## src/sv/sba_pkg.sv

```systemverilog
// shared types and constants for the sky brightness accumulator
package sba_pkg;

    typedef enum logic [2:0] {
        ST_ACCUM    = 3'd0,
        ST_REJECT   = 3'd1,
        ST_READING  = 3'd2,
        ST_NOREAD   = 3'd3,
        ST_LINK_ERR = 3'd4
    } step_status_t;

    typedef enum logic [2:0] {
        CFG_MIN_SAMPLES = 3'd0,
        CFG_MAX_SAMPLES = 3'd1,
        CFG_MIN_VIS     = 3'd2,
        CFG_SQM_OFS     = 3'd3,
        CFG_FILT_OFS    = 3'd4
    } cfg_index_t;

    typedef enum logic [3:0] {
        BK_IDLE,
        BK_DIV,
        BK_LOG_NORM,
        BK_LOG_SQ,
        BK_LOG_CHK,
        BK_LOG_NEXT,
        BK_MUL,
        BK_MUL_ACC,
        BK_FINISH,
        BK_OUT
    } back_state_t;

    localparam logic [14:0] NORM_COUNT = 15'd29628;
    localparam logic signed [19:0] BASE_MILLI = 20'sd12600;
    localparam logic [25:0] SLOPE_LN2_Q16 = 26'd49332738;
    localparam int SLOPE_BITS = 26;

endpackage

```

## src/sv/sba_front.sv

```systemverilog
// front end: accepts samples, keeps the running sums and classifies each sample
module sba_front
#(
    parameter int COUNT_BITS = 16,
    parameter int SUM_BITS = 24
)
(
    input  logic                clk,
    input  logic                rst_n,
    input  logic                in_valid,
    output logic                in_ready,
    input  logic [15:0]         full_count,
    input  logic [15:0]         ir_count,
    input  logic                link_error,
    input  logic [7:0]          min_samples,
    input  logic [7:0]          max_samples,
    input  logic [23:0]         min_visible_sum,
    output logic                q_valid,
    input  logic                q_ready,
    output sba_pkg::step_status_t q_status,
    output logic [SUM_BITS-1:0] q_full_sum,
    output logic [SUM_BITS-1:0] q_ir_sum,
    output logic [SUM_BITS-1:0] q_vis_sum,
    output logic [7:0]          q_count
);
    import sba_pkg::*;

    logic [SUM_BITS-1:0] full_sum_reg, full_sum_next;
    logic [SUM_BITS-1:0] ir_sum_reg, ir_sum_next;
    logic [7:0]          cnt_reg, cnt_next;
    logic                qv_reg;
    step_status_t        qs_reg, qs_next;
    logic [SUM_BITS-1:0] qf_reg, qi_reg, qvis_reg;
    logic [7:0]          qc_reg;

    logic [COUNT_BITS-1:0] full_m, ir_m;
    logic [SUM_BITS-1:0]   fs_add, is_add, vis;
    logic [7:0]            cnt_add;
    logic                  accept;

    assign full_m = full_count[COUNT_BITS-1:0];
    assign ir_m = ir_count[COUNT_BITS-1:0];
    assign in_ready = !qv_reg || q_ready;
    assign accept = in_valid && in_ready;
    assign fs_add = full_sum_reg + SUM_BITS'(full_m);
    assign is_add = ir_sum_reg + SUM_BITS'(ir_m);
    assign cnt_add = cnt_reg + 8'd1;
    assign vis = fs_add - is_add;

    always_comb
    begin
        full_sum_next = full_sum_reg;
        ir_sum_next = ir_sum_reg;
        cnt_next = cnt_reg;
        qs_next = ST_ACCUM;
        if (link_error)
        begin
            full_sum_next = '0;
            ir_sum_next = '0;
            cnt_next = '0;
            qs_next = ST_LINK_ERR;
        end
        else if (full_m < ir_m)
        begin
            qs_next = ST_REJECT;
        end
        else
        begin
            full_sum_next = fs_add;
            ir_sum_next = is_add;
            cnt_next = cnt_add;
            if (cnt_add < min_samples ||
                ({{(32-SUM_BITS){1'b0}}, vis} < {8'd0, min_visible_sum} &&
                 cnt_add < max_samples))
                qs_next = ST_ACCUM;
            else
            begin
                full_sum_next = '0;
                ir_sum_next = '0;
                cnt_next = '0;
                if (vis != '0 && cnt_add != 8'd0)
                    qs_next = ST_READING;
                else
                    qs_next = ST_NOREAD;
            end
        end
    end

    always_ff @(posedge clk or negedge rst_n)
    begin
        if (!rst_n)
        begin
            full_sum_reg <= '0;
            ir_sum_reg <= '0;
            cnt_reg <= '0;
            qv_reg <= 1'b0;
            qs_reg <= ST_ACCUM;
        end
        else
        begin
            if (accept)
            begin
                full_sum_reg <= full_sum_next;
                ir_sum_reg <= ir_sum_next;
                cnt_reg <= cnt_next;
                qs_reg <= qs_next;
                qv_reg <= 1'b1;
            end
            else if (q_ready)
                qv_reg <= 1'b0;
        end
    end

    always_ff @(posedge clk)
    begin
        if (accept)
        begin
            qf_reg <= fs_add;
            qi_reg <= is_add;
            qvis_reg <= vis;
            qc_reg <= cnt_add;
        end
    end

    assign q_valid = qv_reg;
    assign q_status = qs_reg;
    assign q_full_sum = qf_reg;
    assign q_ir_sum = qi_reg;
    assign q_vis_sum = qvis_reg;
    assign q_count = qc_reg;
endmodule

```

## src/sv/sba_back.sv

```systemverilog
// back end: serial averages, iterative log and the held reading
module sba_back
#(
    parameter int SUM_BITS = 24,
    parameter int LOG_FRAC_BITS = 16
)
(
    input  logic                clk,
    input  logic                rst_n,
    input  logic                q_valid,
    output logic                q_ready,
    input  sba_pkg::step_status_t q_status,
    input  logic [SUM_BITS-1:0] q_full_sum,
    input  logic [SUM_BITS-1:0] q_ir_sum,
    input  logic [SUM_BITS-1:0] q_vis_sum,
    input  logic [7:0]          q_count,
    input  logic signed [15:0]  sqm_offset_milli,
    input  logic signed [15:0]  filter_offset_milli,
    output logic                out_valid,
    input  logic                out_ready,
    output sba_pkg::step_status_t step_status,
    output logic                reading_valid,
    output logic signed [17:0]  brightness_milli,
    output logic [15:0]         full_average,
    output logic [15:0]         ir_average,
    output logic [15:0]         visible_average
);
    import sba_pkg::*;

    localparam int LW = 32;              // log operand width
    localparam int EW = 5;
    localparam int MW = LOG_FRAC_BITS + 2;
    localparam int LRW = EW + LOG_FRAC_BITS + 1;
    localparam int PW = LRW + SLOPE_BITS;
    localparam int SH = LOG_FRAC_BITS + 16;
    localparam int DW = $clog2(SUM_BITS + 1);
    localparam int FW = $clog2(LOG_FRAC_BITS + 1);

    back_state_t st_reg, st_next;
    step_status_t stat_reg;
    logic [SUM_BITS-1:0] fq_reg, iq_reg, vq_reg;
    logic [SUM_BITS-1:0] fr_reg, ir_reg, vr_reg;
    logic [7:0]          n_reg;
    logic [DW-1:0]       dcnt_reg;
    logic                lpass_reg;
    logic [LW-1:0]       lv_reg;
    logic [EW-1:0]       e_reg;
    logic [MW-1:0]       m_reg;
    logic [2*MW-1:0]     sq_reg;
    logic [LOG_FRAC_BITS-1:0] frac_reg;
    logic [FW-1:0]       it_reg;
    logic signed [LRW-1:0] log1_reg, d_reg;
    logic [LRW-1:0]      dmag_reg;
    logic                dneg_reg;
    logic [PW-1:0]       prod_reg;
    logic signed [17:0]  hb_reg;
    logic [15:0]         hf_reg, hi_reg, hv_reg;
    logic                hval_reg;
    logic                ov_reg;
    logic                q_take;

    // a new transfer is taken only once the held result is gone or leaving
    assign q_take = (st_reg == BK_IDLE) && q_valid && (!ov_reg || out_ready);

    // restoring divider step, all three sums share the divisor
    function automatic logic [SUM_BITS:0] div_step(logic [SUM_BITS-1:0] r,
                                                   logic [SUM_BITS-1:0] q,
                                                   logic [7:0] d);
        logic [8:0] t;
        logic [8:0] rr;
        begin
            rr = {r[7:0], q[SUM_BITS-1]};
            t = rr - {1'b0, d};
            if (!t[8])
                div_step = {1'b1, {(SUM_BITS-8){1'b0}}, t[7:0]};
            else
                div_step = {1'b0, {(SUM_BITS-8){1'b0}}, rr[7:0]};
        end
    endfunction

    logic [SUM_BITS:0] fs, is, vs;
    assign fs = div_step(fr_reg, fq_reg, n_reg);
    assign is = div_step(ir_reg, iq_reg, n_reg);
    assign vs = div_step(vr_reg, vq_reg, n_reg);

    // leading one position
    logic [EW-1:0] lead;
    always_comb
    begin
        lead = '0;
        for (int k = 0; k < LW; k++)
            if (lv_reg[k])
                lead = EW'(k);
    end

    logic [LW+LOG_FRAC_BITS-1:0] norm_wide;
    assign norm_wide = {lv_reg, {LOG_FRAC_BITS{1'b0}}} >> lead;

    logic [2*MW-1:0] sq_sh;
    assign sq_sh = sq_reg >> LOG_FRAC_BITS;

    logic [LRW-1:0] log_val;
    assign log_val = {1'b0, e_reg, frac_reg};

    logic signed [19:0] term, bsum;
    logic [PW-SH-1:0]   rnd;
    assign rnd = (PW-SH)'((prod_reg + (PW'(1) << (SH - 1))) >> SH);
    assign term = dneg_reg ? -20'(signed'({1'b0, rnd})) : 20'(signed'({1'b0, rnd}));
    assign bsum = BASE_MILLI - term + 20'(sqm_offset_milli) + 20'(filter_offset_milli);

    always_comb
    begin
        st_next = st_reg;
        case (st_reg)
            BK_IDLE:
                if (q_take)
                    st_next = (q_status == ST_READING) ? BK_DIV : BK_OUT;
            BK_DIV:
                if (dcnt_reg == DW'(SUM_BITS - 1))
                    st_next = BK_LOG_NORM;
            BK_LOG_NORM: st_next = BK_LOG_SQ;
            BK_LOG_SQ:   st_next = BK_LOG_CHK;
            BK_LOG_CHK:  st_next = BK_LOG_NEXT;
            BK_LOG_NEXT:
                if (it_reg == FW'(LOG_FRAC_BITS))
                    st_next = lpass_reg ? BK_MUL : BK_LOG_NORM;
                else
                    st_next = BK_LOG_SQ;
            BK_MUL:      st_next = BK_MUL_ACC;
            BK_MUL_ACC:  st_next = BK_FINISH;
            BK_FINISH:   st_next = BK_OUT;
            BK_OUT:
                if (!ov_reg)
                    st_next = BK_IDLE;
            default:     st_next = BK_IDLE;
        endcase
    end

    always_comb
    begin
        q_ready = (st_reg == BK_IDLE) && (!ov_reg || out_ready);
    end

    always_ff @(posedge clk or negedge rst_n)
    begin
        if (!rst_n)
        begin
            st_reg <= BK_IDLE;
            hb_reg <= '0;
            hf_reg <= '0;
            hi_reg <= '0;
            hv_reg <= '0;
            hval_reg <= 1'b0;
            ov_reg <= 1'b0;
            stat_reg <= ST_ACCUM;
        end
        else
        begin
            st_reg <= st_next;
            if (ov_reg && out_ready)
                ov_reg <= 1'b0;
            if (q_take)
            begin
                stat_reg <= q_status;
                if (q_status == ST_LINK_ERR)
                    hval_reg <= 1'b0;
            end
            if (st_reg == BK_LOG_NORM && lpass_reg)
            begin
                hf_reg <= fq_reg[15:0];
                hi_reg <= iq_reg[15:0];
                hv_reg <= vq_reg[15:0];
            end
            if (st_reg == BK_FINISH)
            begin
                if (bsum > 20'sd131071)
                    hb_reg <= 18'sd131071;
                else if (bsum < -20'sd131072)
                    hb_reg <= -18'sd131072;
                else
                    hb_reg <= bsum[17:0];
                hval_reg <= 1'b1;
            end
            if (st_reg == BK_OUT && !ov_reg)
                ov_reg <= 1'b1;
        end
    end

    always_ff @(posedge clk)
    begin
        case (st_reg)
            BK_IDLE:
            begin
                fq_reg <= q_full_sum;
                iq_reg <= q_ir_sum;
                vq_reg <= q_vis_sum;
                fr_reg <= '0;
                ir_reg <= '0;
                vr_reg <= '0;
                n_reg <= q_count;
                dcnt_reg <= '0;
                lpass_reg <= 1'b0;
                lv_reg <= LW'(q_vis_sum);
            end
            BK_DIV:
            begin
                fr_reg <= {{(SUM_BITS-8){1'b0}}, fs[7:0]};
                ir_reg <= {{(SUM_BITS-8){1'b0}}, is[7:0]};
                vr_reg <= {{(SUM_BITS-8){1'b0}}, vs[7:0]};
                fq_reg <= {fq_reg[SUM_BITS-2:0], fs[SUM_BITS]};
                iq_reg <= {iq_reg[SUM_BITS-2:0], is[SUM_BITS]};
                vq_reg <= {vq_reg[SUM_BITS-2:0], vs[SUM_BITS]};
                dcnt_reg <= dcnt_reg + 1'b1;
            end
            BK_LOG_NORM:
            begin
                e_reg <= lead;
                m_reg <= norm_wide[MW-1:0];
                frac_reg <= '0;
                it_reg <= '0;
            end
            BK_LOG_SQ:
                sq_reg <= m_reg * m_reg;
            BK_LOG_CHK:
            begin
                if (sq_sh[MW-1])
                begin
                    m_reg <= sq_sh[MW:1];
                    frac_reg <= {frac_reg[LOG_FRAC_BITS-2:0], 1'b1};
                end
                else
                begin
                    m_reg <= sq_sh[MW-1:0];
                    frac_reg <= {frac_reg[LOG_FRAC_BITS-2:0], 1'b0};
                end
                it_reg <= it_reg + 1'b1;
            end
            BK_LOG_NEXT:
                if (it_reg == FW'(LOG_FRAC_BITS))
                begin
                    if (!lpass_reg)
                    begin
                        log1_reg <= log_val;
                        lv_reg <= LW'(NORM_COUNT) * LW'(n_reg);
                        lpass_reg <= 1'b1;
                    end
                    else
                        d_reg <= log1_reg - log_val;
                end
            BK_MUL:
            begin
                dneg_reg <= d_reg[LRW-1];
                dmag_reg <= d_reg[LRW-1] ? LRW'(-d_reg) : LRW'(d_reg);
            end
            BK_MUL_ACC:
                prod_reg <= PW'(dmag_reg) * PW'(SLOPE_LN2_Q16);
            default: ;
        endcase
    end

    assign out_valid = ov_reg;
    assign step_status = stat_reg;
    assign reading_valid = hval_reg;
    assign brightness_milli = hb_reg;
    assign full_average = hf_reg;
    assign ir_average = hi_reg;
    assign visible_average = hv_reg;
endmodule

```

## src/sv/sky_brightness_accumulator.sv

```systemverilog
// top level of the sky brightness accumulator
// samples come in on s_axis: tdata {ir_count, full_count}, tuser link_error.
// results leave on m_axis, one per sample, showing the held reading.
// a front stage keeps the running sums and classifies each sample; a
// one-entry queue hands it to a back end. samples without a reading go
// straight to the output state. a closing series with a reading runs a
// serial divider for the three averages, two log2 passes that square and
// check once per fraction bit, and a multiply and round.
// reset clears the sums, the held reading and the valid bit and loads the
// register defaults. a stalled receiver holds the result; the front accepts
// one more sample into the queue and then holds s_axis_tready low.
// configuration writes through cfg_we/cfg_index/cfg_wdata; the user must
// write only while idle, as the block itself does not enforce it.
module sky_brightness_accumulator
#(
    parameter int COUNT_BITS = 16,
    parameter int LOG_FRAC_BITS = 16
)
(
    input  logic        clk,
    input  logic        rst_n,
    input  logic        s_axis_tvalid,
    output logic        s_axis_tready,
    input  logic [31:0] s_axis_tdata,   // full_count, ir_count
    input  logic        s_axis_tuser,   // link_error
    output logic        m_axis_tvalid,
    input  logic        m_axis_tready,
    output logic [71:0] m_axis_tdata,   // step_status, reading_valid, brightness_milli,
                                        // full_average, ir_average, visible_average
    input  logic        cfg_we,
    input  logic [2:0]  cfg_index,
    input  logic [23:0] cfg_wdata
);
    import sba_pkg::*;

    localparam int SUM_BITS = COUNT_BITS + 8;

    logic [7:0]         min_s_reg, max_s_reg;
    logic [23:0]        min_v_reg;
    logic signed [15:0] sqm_reg, filt_reg;

    always_ff @(posedge clk or negedge rst_n)
    begin
        if (!rst_n)
        begin
            min_s_reg <= 8'd5;
            max_s_reg <= 8'd150;
            min_v_reg <= 24'd500;
            sqm_reg <= '0;
            filt_reg <= '0;
        end
        else if (cfg_we)
        begin
            case (cfg_index)
                CFG_MIN_SAMPLES: min_s_reg <= cfg_wdata[7:0];
                CFG_MAX_SAMPLES: max_s_reg <= cfg_wdata[7:0];
                CFG_MIN_VIS:     min_v_reg <= cfg_wdata;
                CFG_SQM_OFS:     sqm_reg <= cfg_wdata[15:0];
                CFG_FILT_OFS:    filt_reg <= cfg_wdata[15:0];
                default: ;
            endcase
        end
    end

    logic                q_valid, q_ready;
    step_status_t        q_status, st;
    logic [SUM_BITS-1:0] q_f, q_i, q_v;
    logic [7:0]          q_c;
    logic                rv;
    logic signed [17:0]  bm;
    logic [15:0]         fa, ia, va;

    sba_front #(.COUNT_BITS(COUNT_BITS), .SUM_BITS(SUM_BITS)) u_front
    (
        .clk(clk), .rst_n(rst_n),
        .in_valid(s_axis_tvalid), .in_ready(s_axis_tready),
        .full_count(s_axis_tdata[15:0]), .ir_count(s_axis_tdata[31:16]),
        .link_error(s_axis_tuser),
        .min_samples(min_s_reg), .max_samples(max_s_reg), .min_visible_sum(min_v_reg),
        .q_valid(q_valid), .q_ready(q_ready), .q_status(q_status),
        .q_full_sum(q_f), .q_ir_sum(q_i), .q_vis_sum(q_v), .q_count(q_c)
    );

    sba_back #(.SUM_BITS(SUM_BITS), .LOG_FRAC_BITS(LOG_FRAC_BITS)) u_back
    (
        .clk(clk), .rst_n(rst_n),
        .q_valid(q_valid), .q_ready(q_ready), .q_status(q_status),
        .q_full_sum(q_f), .q_ir_sum(q_i), .q_vis_sum(q_v), .q_count(q_c),
        .sqm_offset_milli(sqm_reg), .filter_offset_milli(filt_reg),
        .out_valid(m_axis_tvalid), .out_ready(m_axis_tready),
        .step_status(st), .reading_valid(rv), .brightness_milli(bm),
        .full_average(fa), .ir_average(ia), .visible_average(va)
    );

    assign m_axis_tdata = {2'b00, va, ia, fa, bm, rv, st};

    a_status_range: assert property (@(posedge clk) disable iff (!rst_n)
        m_axis_tvalid |-> (m_axis_tdata[2:0] != 3'd5 && m_axis_tdata[2:0] != 3'd6 &&
                           m_axis_tdata[2:0] != 3'd7))
        else $error("bad status");
    a_link_invalid: assert property (@(posedge clk) disable iff (!rst_n)
        (m_axis_tvalid && st == ST_LINK_ERR) |-> !rv)
        else $error("valid after link error");
    a_reading_valid: assert property (@(posedge clk) disable iff (!rst_n)
        (m_axis_tvalid && st == ST_READING) |-> rv)
        else $error("reading not valid");
endmodule
```

## config.mk

```make
export PLATFORM = sky130hd
export DESIGN_NAME = sky_brightness_accumulator
export DESIGN_NICKNAME = d
export VERILOG_FILES = /design/src/sv/sba_pkg.sv /design/src/sv/sba_front.sv /design/src/sv/sba_back.sv /design/src/sv/sky_brightness_accumulator.sv
export SDC_FILE = /design/constraint.sdc
export NUM_CORES = 2
export LEC_CHECK = 0
export BUFFER_PORTS_ARGS = -buffer_cell sky130_fd_sc_hd__clkbuf_2
export CORE_MARGIN = 3
export CORE_UTILIZATION = 55
export CTS_BUF_LIST = sky130_fd_sc_hd__clkbuf_16
export DETAILED_ROUTE_END_ITERATION = 10
export PLACE_DENSITY = 0.72
export SYNTH_ARGS = -nofsm -noshare
export SYNTH_HDL_FRONTEND = slang
export SYNTH_SLANG_ARGS = --single-unit
```

## constraint.sdc

```tcl
create_clock -name clk -period 9.3 [get_ports clk]
set_input_delay 1.86 -clock clk [delete_from_list [all_inputs] [get_ports clk]]
set_output_delay 1.86 -clock clk [all_outputs]
set_load 0.01 [all_outputs]
```

Word level (Yosys, flattened, before mapping)
Cells that the tools add are included.

Add/subtract/negate cells: 16. Equal/unequal tests: 23. Multiplexer cells: 82. Shift operators: 1. Reduce and logical (&&, ||, !) cells: 37. Bitwise logic cells: 1. Order comparisons: 6. Multiply operators: 3.

Operators by type and width (count): 24-bit 2-to-1 mux (6); 24-bit case mux with 2 select lines (3); 5-bit 2-to-1 mux (16); 25-bit 2-to-1 mux (3); 32-bit 2-to-1 mux (2); 32-bit case mux with 2 select lines (1); 18-bit 2-to-1 mux (3); 4-bit 2-to-1 mux (13); 24-bit by 16-bit adder with 24-bit output (2); 48-bit by 32-bit adder with 48-bit output, second input constant (1); 8-bit case mux with 2 select lines (3); 48-bit by 5-bit >> shifter with 18-bit output (1); 22-bit by 25-bit multiplier with 47-bit output, second input constant (1); 20-bit by 16-bit adder with 20-bit output (2); 4-bit case mux with 10 select lines (1); 18-bit case mux with 2 select lines (1); 18-bit by 18-bit multiplier with 35-bit output (1); 16-bit case mux with 2 select lines (1); 9-bit by 8-bit subtractor with 9-bit output (3); 24-bit less-than comparator (1); 3-bit 2-to-1 mux (8); 8-bit 2-to-1 mux (3); 24-bit nonzero test (1); 24-bit subtractor (1); 37 further kinds (91).

Word-level logic and storage cells: 212. Register bits after elaboration: 621.

Depth between registers and ports, before layout
Depth after elaboration: 33. Depth in mapped cells: 35. Mapped depth without buffers: 33.

Modules after synthesis
From an unflattened synthesis, not the netlist that was laid out.

Cells, all modules: 4608. Area total of the unflattened synthesis: 48142.4 sq um.

By module, submodules not included: sba_back (area an instance 35531.6 sq um, cells an instance 3438, times used 1, seq. area each 10284.9 sq um); sba_front (area an instance 9829.4 sq um, cells an instance 1010, times used 1, seq. area each 3903.7 sq um); sky_brightness_accumulator (area an instance 2781.4 sq um, cells an instance 160, times used 1, seq. area each 1816.7 sq um).

Least setup slack after synthesis
No wires, ideal clock.

Path kind: register -> register. Start: register u_back.st_reg[3]. End: register u_back.st_reg[0]. Stages on the path, launching flop included: 6. Data required time: 9.175 ns. Arrival time: 8.474 ns. Path slack: 0.702 ns. Library setup time: 0.125 ns. Path buffers: 2. Cell sequence: dfrtp_1 -> clkbuf_1 -> clkbuf_1 -> nor3_1 -> a221oi_1 -> o21a_1.

Longest elaborated chain between the ends: 5. Elaborated cells on any way between the ends: 17.

Ends and longest elaborated chain: from (decl) (RTL line sba_back.sv:39) `back_state_t st_reg, st_next;`; from (signal assigned) (RTL line sba_back.sv:159) `st_reg <= st_next;`; 4-bit logical NOT (RTL line sba_back.sv:63, sba_back.sv:114); 1-bit logical AND (2 in series) (RTL line sba_back.sv:63) `assign q_take = (st_reg == BK_IDLE) && q_valid && (!ov_reg || out_ready);`; 2-bit by 1-bit != test with 1-bit output (no line); 3-bit AND reduction (no line).

Several ways; a longest one is shown, not always the timed one. A chain may end at the register's enable or synchronous reset.

Final worst setup path
Start: input port s_axis_tdata[0]. End: register u_front.qs_reg[0], in the netlist u_front.q_status[0].

Longest elaborated chain between the ends: 8. Elaborated cells on any way between the ends: 12.

Ends and longest elaborated chain: from (decl) (RTL line sky_brightness_accumulator.sv:24) `input logic [31:0] s_axis_tdata,`; 24-bit by 16-bit adder with 24-bit output (*) (RTL line sba_front.sv:45) `assign fs_add = full_sum_reg + SUM_BITS'(full_m);`; net u_front.fs_add[8] (RTL line sba_front.sv:37) `logic [SUM_BITS-1:0] fs_add, is_add, vis;`; 24-bit subtractor (*) (RTL line sba_front.sv:48) `assign vis = fs_add - is_add;`; net u_front.vis[13] (RTL line sba_front.sv:37); 24-bit less-than comparator or 24-bit nonzero test (tied branches) (RTL line sba_front.sv:73, sba_front.sv:81); 1-bit logical AND, on equally long branches (RTL line sba_front.sv:73, sba_front.sv:81); 1-bit logical OR or 1-bit 2-to-1 mux (tied branches) (RTL line sba_front.sv:72, sba_front.sv:81); 3-bit 2-to-1 mux (*) (RTL line sba_front.sv:72) `if (cnt_add < min_samples ||`; 3-bit 2-to-1 mux (*) (RTL line sba_front.sv:63) `else if (full_m < ir_m)`; 3-bit 2-to-1 mux (*) (RTL line sba_front.sv:56) `if (link_error)`; to (signal assigned) (RTL line sba_front.sv:106) `qs_reg <= qs_next;`; to (decl) (RTL line sba_front.sv:32) `step_status_t qs_reg, qs_next;`.

The timed path passes the listed nets; every way through them passes the cells marked *.

==> out/metrics.csv <==
metric;value;unit
layout.nets;5655;
tritoncts;built;
crit_path_end_kind;flop;
grt_pass1_vias;32600;
fillcell_total;6912;
power.density_cell_area;306;nW/um^2
synth.top_cell.area_share;23.0;%
fin_hold_ws;0.396;ns
slowest_delay;0.60;ns
postLayoutCellArea;51200;sq um
power.static_leakage;24.9;nW
synth.distinct_cells;87;
floorplan.die.height;298;um
synth-edff-count;360;
critPathLaunch;s_axis_tdata[0];
main_combinational_cell_family_by_area_after_synthesis;adder cells;
crit_path_end;u_front.q_status[0];
status;completed;
post-route-min-period;8.46;ns
holdCritPathClass;reg2reg;
grt_pass1_wl;171000;um
cap_violations;0;
drtPass1Iterations;5;
yosysWarnings;0;
num_rows;106;
cts-buffers-inserted;61;
share_of_post_route_cells_with_drive_strength_above_1;8.88;%
initial_core_util;55.9;%
clkLatencyLatePin;0.68;ns
final_min_period_over_clock_period;91.0;%
post_cts_buffers;0;
clock_skew;0.0825;ns
r2r_start;u_back.m_reg[4];
placed_cells_incl_taps;5715;
avgSynthCellArea;10.4;sq um
post_drt_via_cell_ratio;5.49;
syn_area;47000;sq um
syn_inst;4520;
route.detailed.wl_per_inst;17.9;um
cts_repair_resize_count;0;
synthAdderAreaFrac;31.2;%
critical_path.slowest_cell;or4b_2;
die_area;89000;sq um
tritoncts_num_sinks;567;
yosys.area_share.simple;11.2;%
final_core_util;60.9;%
drt.antenna.violating_nets;0;
hpwl_reported_at_the_end_of_detailed_placement;81600;um
cts_max_level;2;
critical_path.max_fanout;4;
compound_gate_fraction_of_synth_area;8.78;%
crit_type;in2reg;
netlist_top_cells_area;edfxtp_1 23%, fa_1 16%, ha_1 15%;
crit-reg2reg-capture;u_back.sq_reg[34];
flow.area_growth_from_synthesis;9.06;%
die_width;298;um
setup_repair_after_global_routing_missed_its_margin;no;
core_footprint;84100;sq um
slew_violations;0;
yosys-mux-area-fraction;3.87;%
vdd_drop_max;0.347;mV
ys_ff_latch;567;
pin_count_of_the_biggest_net_entering_global_routing;84;
clock.fmax;118;MHz
worst_setup_hold_path_clk_slew;0.07;ns
placed_cell_area;49000;sq um
track_usage;23.8;%
relSlewSlack;16.9;%
cts-root-to-sink-buffers;3;
final_common_cell;inv_1;
dr_total_vias;32000;
timing_worst_slew_pin_value;1.25;ns
initial_drt_markers;1984;
synth_xor_area_share;4.28;%
place.gp.congestion;0.903;
synthArstFlopShare;36.5;%
grt_remaining_overflow;0;
drc;0;
flip_flop_cell_with_the_highest_count_after_synthesis;edfxtp_1;
cp-start-kind;primary input;
crit_required;9.91;ns
insertedDiodeCount;0;
clock-root-buffer;clkbuf_16;
final_report_setup_violation_count;0;
antenna_found_initial;0;
seq_area_frac_synth;34.1;%
layout_common_cells;706 x inv_1, 567 x ha_1, 504 x nand2_1;
cts.hold.buffers_added;0;
register_to_register_setup_slack;1.59;ns
top_level_ports;139;
detail_route.wirelength;104000;um
finalHoldViolCount;0;
synthDominantAreaCellType;edfxtp_1;
timing.critical_path.arrival;9.07;ns
final_setup_tns;0;ns
number_of_buffers_inserted_by_port_buffering;136;
finish.cell_count_without_fillers;5831;
reg2reg_path_depth;21;
## worst min-delay path by stage
stage                              from                   to  cells after the start
floorplan            u_front.q_count[0]      u_back.n_reg[0]                      0
CTS                 u_back.frac_reg[11]  u_back.log1_reg[11]                      0
global route        u_back.frac_reg[12]  u_back.log1_reg[12]                      0
finish              u_back.frac_reg[11]  u_back.log1_reg[11]                      0
global placement     u_front.q_count[7]      u_back.n_reg[7]                      0
detailed placement   u_front.q_count[7]      u_back.n_reg[7]                      0
## kinds of logic after synthesis
group,Yosys count
AOI/OAI and AO/OA,654
xor gates and xnor gates,227
adders and majority gates,946
buffers and inverters,815
DFF,567
muxes,171
other,1
and+or+nand+nor,1139
## power breakdown
part	switching, mW	total [mW]	internal [mW]
clock	1.08	2.63	1.56
combinational	5.17	8.88	3.71
sequential	0.477	4.18	3.70
total	6.73	15.7	8.97
## Yosys cell counts (all sizes together), types with 63 or more instances
| cell | n |
|---|---|
| a21o | 64 |
| a21oi | 154 |
| and2 | 86 |
| clkbuf | 102 |
| dfrtp | 195 |
| edfxtp | 360 |
| fa | 379 |
| ha | 567 |
| inv | 704 |
| mux2 | 85 |
| mux2i | 86 |
| nand2 | 506 |
| nor2 | 219 |
| nor3 | 63 |
| o21ai | 206 |
| xnor2 | 155 |
| xor2 | 71 |
## metrics by stage
stage	setup WS, ns	total power [mW]
after floorplan	0.702	10.8
after global placement	0.312	12.8
after detailed placement	0.337	13.0
after CTS	0.959	15.7
after global routing	0.513	17.0
final	0.839	15.7
## area by class of cell
class | count | area, sq um | share of cell area, %
multi-input combinational | 3139 | 28000 | 54.7
sequential | 567 | 16000 | 31.2
inverter | 704 | 2640 | 5.16
clock buffer | 62 | 1550 | 3.03
tap | 1134 | 1420 | 2.77
timing repair buffer | 171 | 953 | 1.86
clock inverter | 54 | 654 | 1.28
## critical path, delay by kind of cell
| kind | cells | cell delay, ns |
|---|---|---|
| AO/OA/AOI/OAI | 16 | 3.16 |
| XOR/XNOR | 1 | 0.14 |
| adder cells (fa/ha/maj) | 4 | 1.23 |
| buffers and inverters | 2 | 0.19 |
| AND/OR/NAND/NOR | 9 | 2.50 |
## layer usage
| layer | part of all wire (%) | track usage [%] | routed length (um) |
|---|---|---|---|
| met1 | 44 | 32.2 | 45800 |
| met4 | 3.0 | 6.88 | 3170 |
| met2 | 49 | 40.6 | 50800 |
| met5 | 0 | 0 | 0 |
| met3 | 4.5 | 2.78 | 4690 |
Power figures use the tool's default switching activity.
